--- src/rtl/dpat_pkg.sv ---
package dpat_pkg;

   // Field widths of the request, response and register port.
   localparam int OPCODE_W = 2;
   localparam int ADDR_W = 32;
   localparam int KIND_W = 2;
   localparam int STATUS_W = 2;
   localparam int SLOT_W = 6;
   localparam int COUNT_W = 6;
   localparam int LIFE_W = 8;
   localparam int CSR_INDEX_W = 2;
   localparam int CSR_DATA_W = 8;

   // Default number of slots in each table.
   localparam int TABLE_DEPTH_DEF = 16;

   // Request opcodes.
   localparam logic [OPCODE_W-1:0] OP_REMOTE = 2'd0;
   localparam logic [OPCODE_W-1:0] OP_LOCAL = 2'd1;
   localparam logic [OPCODE_W-1:0] OP_TICK = 2'd2;

   // Response kinds.
   localparam logic [KIND_W-1:0] KIND_STATUS = 2'd0;
   localparam logic [KIND_W-1:0] KIND_FORWARD = 2'd1;
   localparam logic [KIND_W-1:0] KIND_TICK = 2'd2;

   // Announce status codes.
   localparam logic [STATUS_W-1:0] ST_NEW = 2'd0;
   localparam logic [STATUS_W-1:0] ST_REFRESH = 2'd1;
   localparam logic [STATUS_W-1:0] ST_FULL = 2'd2;

   // Register indexes.
   localparam logic [CSR_INDEX_W-1:0] CSR_REMOTE_LIFE = 2'd0;
   localparam logic [CSR_INDEX_W-1:0] CSR_LOCAL_LIFE = 2'd1;
   localparam logic [CSR_INDEX_W-1:0] CSR_PROBE_INTERVAL = 2'd2;

   // Register reset values.
   localparam logic [LIFE_W-1:0] REMOTE_LIFE_RST = 8'd20;
   localparam logic [LIFE_W-1:0] LOCAL_LIFE_RST = 8'd10;
   localparam logic [LIFE_W-1:0] PROBE_INTERVAL_RST = 8'd5;

   // One write into a peer table: life always, address when addr_en is set.
   typedef struct packed {
      logic en;
      logic addr_en;
      logic [SLOT_W-1:0] idx;
      logic [LIFE_W-1:0] life;
      logic [ADDR_W-1:0] addr;
   } dpat_wr_type;

endpackage

--- src/rtl/dpat_table.sv ---
module dpat_table #(
   parameter int DEPTH = dpat_pkg::TABLE_DEPTH_DEF,
   localparam int IW = (DEPTH > 1) ? $clog2(DEPTH) : 1
) (
   input  logic clock,
   input  logic reset,
   input  logic rd_en,
   input  logic [IW-1:0] rd_idx,
   output logic [dpat_pkg::ADDR_W-1:0] rd_addr,
   output logic [dpat_pkg::LIFE_W-1:0] rd_life,
   output logic [DEPTH-1:0] live,
   input  dpat_pkg::dpat_wr_type wr
);
   import dpat_pkg::*;

   logic [ADDR_W-1:0] addr_mem_ff [DEPTH];
   logic [LIFE_W-1:0] life_mem_ff [DEPTH];
   logic [ADDR_W-1:0] rd_addr_ff;
   logic [LIFE_W-1:0] rd_life_ff;
   logic [DEPTH-1:0] live_ff;
   logic [IW-1:0] wr_idx;

   assign wr_idx = wr.idx[IW-1:0];

   // A slot is live while its life count is nonzero; reset frees every slot.
   always_ff @(posedge clock) begin
      if (reset) begin
         live_ff <= '0;
      end else if (wr.en) begin
         live_ff[wr_idx] <= (wr.life != '0);
      end
   end

   // Address and life memories with one registered read port.
   always_ff @(posedge clock) begin
      if (wr.en) begin
         life_mem_ff[wr_idx] <= wr.life;
         if (wr.addr_en) begin
            addr_mem_ff[wr_idx] <= wr.addr;
         end
      end
      if (rd_en) begin
         rd_addr_ff <= addr_mem_ff[rd_idx];
         rd_life_ff <= life_mem_ff[rd_idx];
      end
   end

   assign rd_addr = rd_addr_ff;
   assign rd_life = rd_life_ff;
   assign live = live_ff;

endmodule

--- src/rtl/dual_peer_aging_table.sv ---
// Two tables of peers, remote and local, each slot holding an address and a
// life count. A word on the req channel carries an opcode and a peer address:
// a remote hello or local reply learns the peer in its own table (refresh,
// insert into the first free slot, or report full) and is answered by one
// status word, then one forward word per live slot of the other table in
// slot order. A tick ages both tables and is answered by one report word with
// the expiry counts. rsp_last marks the final word of each request.
// The user must write registers through csr_we/csr_index/csr_wdata only
// while idle; the block itself does not enforce it. One request is in
// flight at a time; req_ready is low while it is worked. Each table is
// walked one slot per cycle, save while a forward word waits for the output
// register, through its single registered memory read port. A learn hit
// ends the learn walk early. Unused opcode 3 is dropped at once.
// Results sit in one output register; when the receiver holds rsp_ready low
// the walk pauses until the pending word is taken, so nothing is lost.
// Synchronous reset frees all slots, clears the probe holdoff and loads the
// register defaults; no clearing pass is needed.
module dual_peer_aging_table #(
   parameter int TABLE_DEPTH = dpat_pkg::TABLE_DEPTH_DEF
) (
   input  logic clock,
   input  logic reset,
   input  logic req_valid,
   output logic req_ready,
   input  logic [dpat_pkg::OPCODE_W-1:0] req_opcode,
   input  logic [dpat_pkg::ADDR_W-1:0] req_peer_addr,
   output logic rsp_valid,
   input  logic rsp_ready,
   output logic [dpat_pkg::KIND_W-1:0] rsp_kind,
   output logic [dpat_pkg::STATUS_W-1:0] rsp_status,
   output logic [dpat_pkg::SLOT_W-1:0] rsp_slot,
   output logic [dpat_pkg::ADDR_W-1:0] rsp_target_addr,
   output logic rsp_probe,
   output logic [dpat_pkg::COUNT_W-1:0] rsp_expired_remote,
   output logic [dpat_pkg::COUNT_W-1:0] rsp_expired_local,
   output logic rsp_last,
   input  logic csr_we,
   input  logic [dpat_pkg::CSR_INDEX_W-1:0] csr_index,
   input  logic [dpat_pkg::CSR_DATA_W-1:0] csr_wdata
);
   import dpat_pkg::*;

   localparam int IW = (TABLE_DEPTH > 1) ? $clog2(TABLE_DEPTH) : 1;
   localparam logic [IW-1:0] LAST_IDX = IW'(TABLE_DEPTH - 1);

   localparam logic [2:0] S_IDLE = 3'd0;
   localparam logic [2:0] S_LEARN = 3'd1;
   localparam logic [2:0] S_STATUS = 3'd2;
   localparam logic [2:0] S_FWD = 3'd3;
   localparam logic [2:0] S_TICK = 3'd4;
   localparam logic [2:0] S_REPORT = 3'd5;

   logic [2:0] state_ff, state_in;
   logic [LIFE_W-1:0] remote_life_ff, local_life_ff, probe_interval_ff;
   logic [LIFE_W-1:0] holdoff_ff, holdoff_in;
   logic own_sel_ff, own_sel_in;
   logic [ADDR_W-1:0] peer_ff, peer_in;
   logic probe_ff, probe_in;
   logic [IW-1:0] iss_idx_ff, iss_idx_in;
   logic iss_on_ff, iss_on_in;
   logic [IW-1:0] ev_idx_ff, ev_idx_in;
   logic ev_on_ff, ev_on_in;
   logic free_have_ff, free_have_in;
   logic [IW-1:0] free_idx_ff, free_idx_in;
   logic [STATUS_W-1:0] status_ff, status_in;
   logic [SLOT_W-1:0] slot_ff, slot_in;
   logic [COUNT_W-1:0] exp_r_ff, exp_r_in, exp_l_ff, exp_l_in;

   logic rsp_valid_ff, rsp_valid_in;
   logic [KIND_W-1:0] rsp_kind_ff, rsp_kind_in;
   logic [STATUS_W-1:0] rsp_status_ff, rsp_status_in;
   logic [SLOT_W-1:0] rsp_slot_ff, rsp_slot_in;
   logic [ADDR_W-1:0] rsp_addr_ff, rsp_addr_in;
   logic rsp_probe_ff, rsp_probe_in;
   logic [COUNT_W-1:0] rsp_exp_r_ff, rsp_exp_r_in, rsp_exp_l_ff, rsp_exp_l_in;
   logic rsp_last_ff, rsp_last_in;

   logic rd_en;
   logic [ADDR_W-1:0] rd_addr_r, rd_addr_l;
   logic [LIFE_W-1:0] rd_life_r, rd_life_l;
   logic [TABLE_DEPTH-1:0] live_r, live_l;
   dpat_wr_type wr_r, wr_l, wr_own;

   logic [TABLE_DEPTH-1:0] own_live, other_live;
   logic [ADDR_W-1:0] own_addr, other_addr;
   logic [TABLE_DEPTH:0] live_shift;
   logic any_above, out_free, accept, adv;
   logic [LIFE_W-1:0] own_life_cfg;

   dpat_table #(.DEPTH(TABLE_DEPTH)) u_remote (
      .clock(clock), .reset(reset), .rd_en(rd_en), .rd_idx(iss_idx_ff),
      .rd_addr(rd_addr_r), .rd_life(rd_life_r), .live(live_r), .wr(wr_r)
   );

   dpat_table #(.DEPTH(TABLE_DEPTH)) u_local (
      .clock(clock), .reset(reset), .rd_en(rd_en), .rd_idx(iss_idx_ff),
      .rd_addr(rd_addr_l), .rd_life(rd_life_l), .live(live_l), .wr(wr_l)
   );

   // Steer the table being learned and the table being forwarded.
   assign own_live = own_sel_ff ? live_l : live_r;
   assign other_live = own_sel_ff ? live_r : live_l;
   assign own_addr = own_sel_ff ? rd_addr_l : rd_addr_r;
   assign other_addr = own_sel_ff ? rd_addr_r : rd_addr_l;
   assign own_life_cfg = own_sel_ff ? local_life_ff : remote_life_ff;

   // Any live slot of the other table beyond the one now evaluated.
   assign live_shift = {1'b0, other_live} >> ev_idx_ff;
   assign any_above = |live_shift[TABLE_DEPTH:1];

   assign out_free = !rsp_valid_ff || rsp_ready;
   assign req_ready = (state_ff == S_IDLE);
   assign accept = req_valid && req_ready;

   // Register writes.
   always_ff @(posedge clock) begin
      if (reset) begin
         remote_life_ff <= REMOTE_LIFE_RST;
         local_life_ff <= LOCAL_LIFE_RST;
         probe_interval_ff <= PROBE_INTERVAL_RST;
      end else if (csr_we) begin
         case (csr_index)
            CSR_REMOTE_LIFE: remote_life_ff <= csr_wdata;
            CSR_LOCAL_LIFE: local_life_ff <= csr_wdata;
            CSR_PROBE_INTERVAL: probe_interval_ff <= csr_wdata;
            default: ;
         endcase
      end
   end

   // Sequencer: issue stage then evaluate stage, one slot per cycle unless stalled on output.
   always_comb begin
      state_in = state_ff;
      holdoff_in = holdoff_ff;
      own_sel_in = own_sel_ff;
      peer_in = peer_ff;
      probe_in = probe_ff;
      iss_idx_in = iss_idx_ff;
      iss_on_in = iss_on_ff;
      ev_idx_in = ev_idx_ff;
      ev_on_in = ev_on_ff;
      free_have_in = free_have_ff;
      free_idx_in = free_idx_ff;
      status_in = status_ff;
      slot_in = slot_ff;
      exp_r_in = exp_r_ff;
      exp_l_in = exp_l_ff;
      rsp_valid_in = rsp_valid_ff && !rsp_ready;
      rsp_kind_in = rsp_kind_ff;
      rsp_status_in = rsp_status_ff;
      rsp_slot_in = rsp_slot_ff;
      rsp_addr_in = rsp_addr_ff;
      rsp_probe_in = rsp_probe_ff;
      rsp_exp_r_in = rsp_exp_r_ff;
      rsp_exp_l_in = rsp_exp_l_ff;
      rsp_last_in = rsp_last_ff;
      wr_r = '0;
      wr_l = '0;
      wr_own = '0;
      adv = 1'b0;

      case (state_ff)
         S_IDLE: begin
            if (accept) begin
               own_sel_in = (req_opcode == OP_LOCAL);
               peer_in = req_peer_addr;
               probe_in = 1'b0;
               iss_idx_in = '0;
               iss_on_in = 1'b1;
               ev_on_in = 1'b0;
               free_have_in = 1'b0;
               exp_r_in = '0;
               exp_l_in = '0;
               case (req_opcode)
                  OP_REMOTE: begin
                     state_in = S_LEARN;
                     if (holdoff_ff == '0) begin
                        probe_in = 1'b1;
                        holdoff_in = probe_interval_ff;
                     end
                  end
                  OP_LOCAL: state_in = S_LEARN;
                  OP_TICK: begin
                     state_in = S_TICK;
                     if (holdoff_ff != '0) begin
                        holdoff_in = holdoff_ff - 1'b1;
                     end
                  end
                  default: iss_on_in = 1'b0;
               endcase
            end
         end

         S_LEARN: begin
            adv = 1'b1;
            if (ev_on_ff) begin
               if (own_live[ev_idx_ff] && (own_addr == peer_ff)) begin
                  // Live match: reload its life and stop the walk.
                  wr_own.en = 1'b1;
                  wr_own.idx = SLOT_W'(ev_idx_ff);
                  wr_own.life = own_life_cfg;
                  status_in = ST_REFRESH;
                  slot_in = SLOT_W'(ev_idx_ff);
                  state_in = S_STATUS;
                  adv = 1'b0;
                  iss_on_in = 1'b0;
                  ev_on_in = 1'b0;
               end else begin
                  if (!own_live[ev_idx_ff] && !free_have_ff) begin
                     free_have_in = 1'b1;
                     free_idx_in = ev_idx_ff;
                  end
                  if (!iss_on_ff) begin
                     // Last slot seen without a match: insert or report full.
                     state_in = S_STATUS;
                     adv = 1'b0;
                     ev_on_in = 1'b0;
                     if (free_have_ff || !own_live[ev_idx_ff]) begin
                        wr_own.en = 1'b1;
                        wr_own.addr_en = 1'b1;
                        wr_own.idx = free_have_ff ? SLOT_W'(free_idx_ff)
                                                  : SLOT_W'(ev_idx_ff);
                        wr_own.life = own_life_cfg;
                        wr_own.addr = peer_ff;
                        status_in = ST_NEW;
                        slot_in = wr_own.idx;
                     end else begin
                        status_in = ST_FULL;
                        slot_in = '0;
                     end
                  end
               end
            end
            if (own_sel_ff) begin
               wr_l = wr_own;
            end else begin
               wr_r = wr_own;
            end
         end

         S_STATUS: begin
            if (out_free) begin
               rsp_valid_in = 1'b1;
               rsp_kind_in = KIND_STATUS;
               rsp_status_in = status_ff;
               rsp_slot_in = slot_ff;
               rsp_addr_in = '0;
               rsp_probe_in = probe_ff;
               rsp_exp_r_in = '0;
               rsp_exp_l_in = '0;
               rsp_last_in = ~|other_live;
               iss_idx_in = '0;
               iss_on_in = |other_live;
               ev_on_in = 1'b0;
               state_in = (|other_live) ? S_FWD : S_IDLE;
            end
         end

         S_FWD: begin
            // Pause while a live slot waits for the output register.
            adv = !(ev_on_ff && other_live[ev_idx_ff] && !out_free);
            if (adv && ev_on_ff) begin
               if (other_live[ev_idx_ff]) begin
                  rsp_valid_in = 1'b1;
                  rsp_kind_in = KIND_FORWARD;
                  rsp_status_in = '0;
                  rsp_slot_in = SLOT_W'(ev_idx_ff);
                  rsp_addr_in = other_addr;
                  rsp_probe_in = 1'b0;
                  rsp_exp_r_in = '0;
                  rsp_exp_l_in = '0;
                  rsp_last_in = !any_above;
               end
               if (!iss_on_ff) begin
                  state_in = S_IDLE;
               end
            end
         end

         S_TICK: begin
            adv = 1'b1;
            if (ev_on_ff) begin
               // Age both tables at the same slot.
               if (live_r[ev_idx_ff]) begin
                  wr_r.en = 1'b1;
                  wr_r.idx = SLOT_W'(ev_idx_ff);
                  wr_r.life = rd_life_r - 1'b1;
                  if (rd_life_r == LIFE_W'(1)) begin
                     exp_r_in = exp_r_ff + 1'b1;
                  end
               end
               if (live_l[ev_idx_ff]) begin
                  wr_l.en = 1'b1;
                  wr_l.idx = SLOT_W'(ev_idx_ff);
                  wr_l.life = rd_life_l - 1'b1;
                  if (rd_life_l == LIFE_W'(1)) begin
                     exp_l_in = exp_l_ff + 1'b1;
                  end
               end
               if (!iss_on_ff) begin
                  state_in = S_REPORT;
               end
            end
         end

         S_REPORT: begin
            if (out_free) begin
               rsp_valid_in = 1'b1;
               rsp_kind_in = KIND_TICK;
               rsp_status_in = '0;
               rsp_slot_in = '0;
               rsp_addr_in = '0;
               rsp_probe_in = 1'b0;
               rsp_exp_r_in = exp_r_ff;
               rsp_exp_l_in = exp_l_ff;
               rsp_last_in = 1'b1;
               state_in = S_IDLE;
            end
         end

         default: state_in = S_IDLE;
      endcase

      // Shared walk pointer: issue a read, then evaluate its registered result.
      rd_en = adv && iss_on_ff;
      if (adv) begin
         ev_on_in = iss_on_ff;
         ev_idx_in = iss_idx_ff;
         if (iss_on_ff) begin
            if (iss_idx_ff == LAST_IDX) begin
               iss_on_in = 1'b0;
            end else begin
               iss_idx_in = iss_idx_ff + 1'b1;
            end
         end
      end
   end

   // Control state.
   always_ff @(posedge clock) begin
      if (reset) begin
         state_ff <= S_IDLE;
         holdoff_ff <= '0;
         iss_on_ff <= 1'b0;
         ev_on_ff <= 1'b0;
         rsp_valid_ff <= 1'b0;
      end else begin
         state_ff <= state_in;
         holdoff_ff <= holdoff_in;
         iss_on_ff <= iss_on_in;
         ev_on_ff <= ev_on_in;
         rsp_valid_ff <= rsp_valid_in;
      end
   end

   // Working and output payload.
   always_ff @(posedge clock) begin
      own_sel_ff <= own_sel_in;
      peer_ff <= peer_in;
      probe_ff <= probe_in;
      iss_idx_ff <= iss_idx_in;
      ev_idx_ff <= ev_idx_in;
      free_have_ff <= free_have_in;
      free_idx_ff <= free_idx_in;
      status_ff <= status_in;
      slot_ff <= slot_in;
      exp_r_ff <= exp_r_in;
      exp_l_ff <= exp_l_in;
      rsp_kind_ff <= rsp_kind_in;
      rsp_status_ff <= rsp_status_in;
      rsp_slot_ff <= rsp_slot_in;
      rsp_addr_ff <= rsp_addr_in;
      rsp_probe_ff <= rsp_probe_in;
      rsp_exp_r_ff <= rsp_exp_r_in;
      rsp_exp_l_ff <= rsp_exp_l_in;
      rsp_last_ff <= rsp_last_in;
   end

   assign rsp_valid = rsp_valid_ff;
   assign rsp_kind = rsp_kind_ff;
   assign rsp_status = rsp_status_ff;
   assign rsp_slot = rsp_slot_ff;
   assign rsp_target_addr = rsp_addr_ff;
   assign rsp_probe = rsp_probe_ff;
   assign rsp_expired_remote = rsp_exp_r_ff;
   assign rsp_expired_local = rsp_exp_l_ff;
   assign rsp_last = rsp_last_ff;

   // A tick report is always the final word of its request.
   a_tick_last: assert property (@(posedge clock) disable iff (reset)
      (rsp_valid_ff && (rsp_kind_ff == KIND_TICK)) |-> rsp_last_ff)
      else $error("tick report without last");

   // A full table reports slot zero.
   a_full_slot: assert property (@(posedge clock) disable iff (reset)
      (rsp_valid_ff && (rsp_kind_ff == KIND_STATUS) && (rsp_status_ff == ST_FULL))
      |-> (rsp_slot_ff == '0))
      else $error("full status with nonzero slot");

   // An accepted tick starts the aging walk.
   a_tick_walk: assert property (@(posedge clock) disable iff (reset)
      (accept && (req_opcode == OP_TICK)) |=> (state_ff == S_TICK) && iss_on_ff)
      else $error("tick did not start aging walk");

   // The evaluate stage is only busy inside a walk.
   a_walk_state: assert property (@(posedge clock) disable iff (reset)
      ev_on_ff |-> ((state_ff == S_LEARN) || (state_ff == S_FWD) || (state_ff == S_TICK)))
      else $error("walk active outside walking state");

   // A forward word targets a slot that is live in the other table.
   a_fwd_live: assert property (@(posedge clock) disable iff (reset)
      (state_ff == S_FWD && ev_on_ff && rsp_valid_in && !(rsp_valid_ff && !rsp_ready))
      |-> other_live[ev_idx_ff])
      else $error("forward word for a free slot");

endmodule
--- config.mk ---
export PLATFORM = sky130hd
export DESIGN_NAME = dual_peer_aging_table
export DESIGN_NICKNAME = d
export VERILOG_FILES = /design/src/rtl/dpat_pkg.sv /design/src/rtl/dpat_table.sv /design/src/rtl/dual_peer_aging_table.sv
export SDC_FILE = /design/constraint.sdc
export NUM_CORES = 2
export LEC_CHECK = 0
export ABC_AREA = 1
export BUFFER_PORTS_ARGS = -buffer_cell sky130_fd_sc_hd__buf_2
export CORE_UTILIZATION = 45
export DETAILED_ROUTE_END_ITERATION = 12
export GPL_TIMING_DRIVEN = 0
export PLACE_DENSITY = 0.65
export SLEW_MARGIN = 0
export SYNTH_ARGS = -nofsm -noshare
export SYNTH_HDL_FRONTEND = slang
export SYNTH_HIERARCHICAL = 1
export SYNTH_SLANG_ARGS = --single-unit
--- constraint.sdc ---
create_clock -name clock -period 5.3 [get_ports clock]
set_input_delay 0.265 -clock clock [delete_from_list [all_inputs] [get_ports clock]]
set_output_delay 0.265 -clock clock [all_outputs]
set_load 0.01 [all_outputs]
==> run metrics <==
outcome finished, final reports clean; Max Slew Vio Count 0; Leakage approximately 34 nW; hold path startpoint req_peer_addr[5]; io pins approximately 110; drt pass-1 iters 8; worst hold slack 183 ps; ys flop type edfxtp_1; CTS sink cnt roughly 1500; # DRC 0; Num CTS Buffers 160; largest net degree at the start of global routing 65; most frequent CP cell nand2_1; setup ws final 188 ps; DR vias/cell around 5.2; Worst-Skew Late Latency about 800 ps; FP Rows roughly 140; total chip power 31.9 mW; Worst path slowest cell nor2_4; Final period util 96.4%; Final min period ~5100 ps; hold endpoint peer_ff[5]; FF-to-FF path depth 24; r2r setup slk 190 ps; CP startpoint kind flip-flop; post-synthesis sequential area ratio 66.2%; core footprint 152000 um2; first-pass GRT wire length about 300000 um; via count of the first global-routing pass about 47000; area grow syn2layout 14.5%; number of flops mapped to enable cells by yosys between 1000 and 1500; r2r endpoint u_remote/addr_mem_ff[7][7]; Synth Area in Adders less than 1%; Post-DP HPWL 146000 um; Vias between 50000 and 60000; max cap viols 0; #FFs+latches synth around 1500; DIE WIDTH approximately 390 um; hold depth 2; CP cell instances buf_6 -> inv_2 -> buf_6 -> buf_6 -> nand2_1 -> nand3_1 -> nand2_1 -> nor2_1 -> nand2_1 -> nor2_1 -> nand2_1 -> nor2_4 -> nand2_4 -> clkbuf_1 -> o21ai_0 -> o2111ai_1 -> nand2_1 -> inv_1 -> nor2_1 -> inv_1 -> nor2_4 -> inv_1 -> nor2_4 -> buf_12; GRT overflow 0; syn_area_per_cell a little under 10 um2; post-synthesis compound-gate area fraction under 10%; Crit path arrival time 5590 ps; port bufs roughly 100; 1st-iter DRT viols 6577; Seq. cell area roughly 46000 um2; pre-CTS WS -548 ps; die height about 390 um; Cells after Synth roughly 7000; CTS tree yes; skew final around 23 ps; layout cells sized above 1 under 10%; peak supply drop ~0.00032 V; final hold vios 0; final setup TNS 0 ps; clock root buffer clkbuf_16; simple-gate portion of the synthesized area 22.4%; fillcell total roughly 13000; largest family of logic cells by synthesized area simple AND/OR/NAND/NOR gates; RSZ-0062 raised after global routing false; synthesized cell area ~69000 um2; Setup-failing EPs final 0; Starting Density between 40% and 50%; Max Fanout on Critical Path 23; die area approximately 160000 um2; max_slew headroom 2.40%; max incr delay on CP ~410 ps; Setup CP Type flip-flop to flip-flop; Bufs on Longest Clock Path 3; required time of the critical path a little under 6000 ps; worst path bufs/invs 9; delay-heaviest family, CP simple AND/OR/NAND/NOR gates; final core utilization roughly half; Routed Wire Length between 200000 and 250000 um; initial antenna violation count 15; gpl congestion roughly 0.95; Clock Pin Slew Worst Setup and Hold Paths 60 ps; worst reg2reg path startpoint own_sel_ff; Ys Warns 6; nets approximately 7400; CP Capture Type flip-flop; Multi-input gate area roughly 17000 um2; all-layer global routing usage 26.4%; Hold Path Class primary input to flip-flop; Max H-tree Level 4; drt wl/cell ~22 um; Antenna Nets Post-Route 0; FFs w/ async S/R, synth 0%; mux cell area share after synthesis 0%; Synth Area in XOR/XNOR less than 1%; fmax between 150 and 200 MHz; Worst-Margin Slew between 1000 and 1500 ps; PD cells between 400 and 500 nW/um2; Unique masters post-synth 46
==> layout make-up <==
type	instances	share of cell area (%)
well taps	2030	3.21
clock buffers	204	5.52
diodes	3	0.00949
flip-flops and latches	1549	57.9
multi-input cells	3939	21.6
plain buffers	327	2.62
repair buffers	203	2.45
inverters	1192	5.67
clock inverters	87	1.01
==> per-stage QoR <==
stage	cell area, um2	cells
floorplan	69100	7007
CTS	79000	9525
finish	79100	9534
global route	79100	9531
global placement	72200	9141
detailed placement	73300	9180
==> layout by cell type, fill, tap and decap left out, types with 54 or more instances in the layout <==
master and instances:
nand2_1 2236, edfxtp_1 1475, inv_1 1170, nand3_1 1090, nor2_1 291, buf_2 233
clkbuf_16 168, clkbuf_1 98, buf_6 85, o21ai_0 85, a21oi_1 76, dfxtp_1 74
dlygate4sd3_1 54
==> worst max-delay path by stage <==
stage	end	slack, ps	cells past startpoint	start
2_1_floorplan	u_local/addr_mem_ff[7][0]	720	23	own_sel_ff
3_3_place_gp	u_remote/addr_mem_ff[7][19]	-2640	17	ev_idx_ff[1]
3_5_place_dp	u_remote/addr_mem_ff[6][14]	-550	18	ev_idx_ff[1]
4_1_cts	u_remote/addr_mem_ff[7][7]	40	18	ev_idx_ff[1]
5_1_grt	u_remote/addr_mem_ff[7][7]	30	19	ev_idx_ff[0]
6_report	u_remote/addr_mem_ff[7][7]	190	24	own_sel_ff
==> kinds of logic (layout without fill, tap and decap cells) <==
group / Yosys count / count (layout)
compound gates: 197 / 197
flops: 1549 / 1549
fa+ha+maj: 9 / 9
xor+xnor: 8 / 8
other cells: 1 / 5
buf+inv: 1519 / 2013
simple gates: 3723 / 3723
==> cells in the mapped netlist (7+ instances only) <==
cell	number	area share, %
nand2_1	2236	12
edfxtp_1	1475	64
inv_1	1171	6.4
nand3_1	1090	7.9
nor2_1	341	1.9
buf_2	129	0.93
o21ai_0	85	0.62
buf_6	80	1.3
a21oi_1	76	0.55
dfxtp_1	74	2.1
clkbuf_1	66	0.36
buf_1	34	0.18
nor3_1	19	0.14
buf_4	16	0.17
and2_1	11	0.10
clkinv_1	10	0.054
ha_1	9	0.16
inv_2	7	0.038
nand4_1	7	0.063
==> state kept, by name, summed over array words and instances, names as in the netlist, 6 cells and up <==
| register | flops |
|---|---|
| exp_l_ff | 6 |
| remote_life_ff | 8 |
| peer_ff | 32 |
| u_remote/addr_mem_ff | 512 |
| exp_r_ff | 6 |
| holdoff_ff | 8 |
| u_local/life_mem_ff | 128 |
| rsp_target_addr | 32 |
| u_remote/live | 16 |
| u_local/rd_addr | 32 |
| local_life_ff | 8 |
| u_remote/life_mem_ff | 128 |
| u_local/addr_mem_ff | 512 |
| u_remote/rd_life | 8 |
| u_local/rd_life | 8 |
| rsp_expired_remote | 6 |
| u_remote/rd_addr | 32 |
| u_local/live | 16 |
| rsp_expired_local | 6 |
| probe_interval_ff | 8 |
==> routing by layer <==
metal	share of wire (%)	track usage [%]	vias up
li1	-	-	23356
met1	41	36.2	23756
met2	45	41.4	2465
met3	10	5.15	430
met4	4.0	10.5	4
met5	0.010	0	-
==> timing repair <==
action | in CTS | in global routing
hold buffers | 54 | 0
endpoints found under the hold margin | 79 | 0
pin swaps | 0 | 2
buffers inserted | 0 | 5
setup endpoints to repair | 196 | 135
resized for setup | 9 | 7
cloned | 0 | 0
==> report_power, final <==
part	leakage, nW	internal (mW)	switching, mW	total [mW]
sequential	11.7	13.8	0.293	14.1
clock	2.52	6.42	4.73	11.2
combinational	20.2	1.84	4.75	6.58
Power figures use the tool's default switching activity.
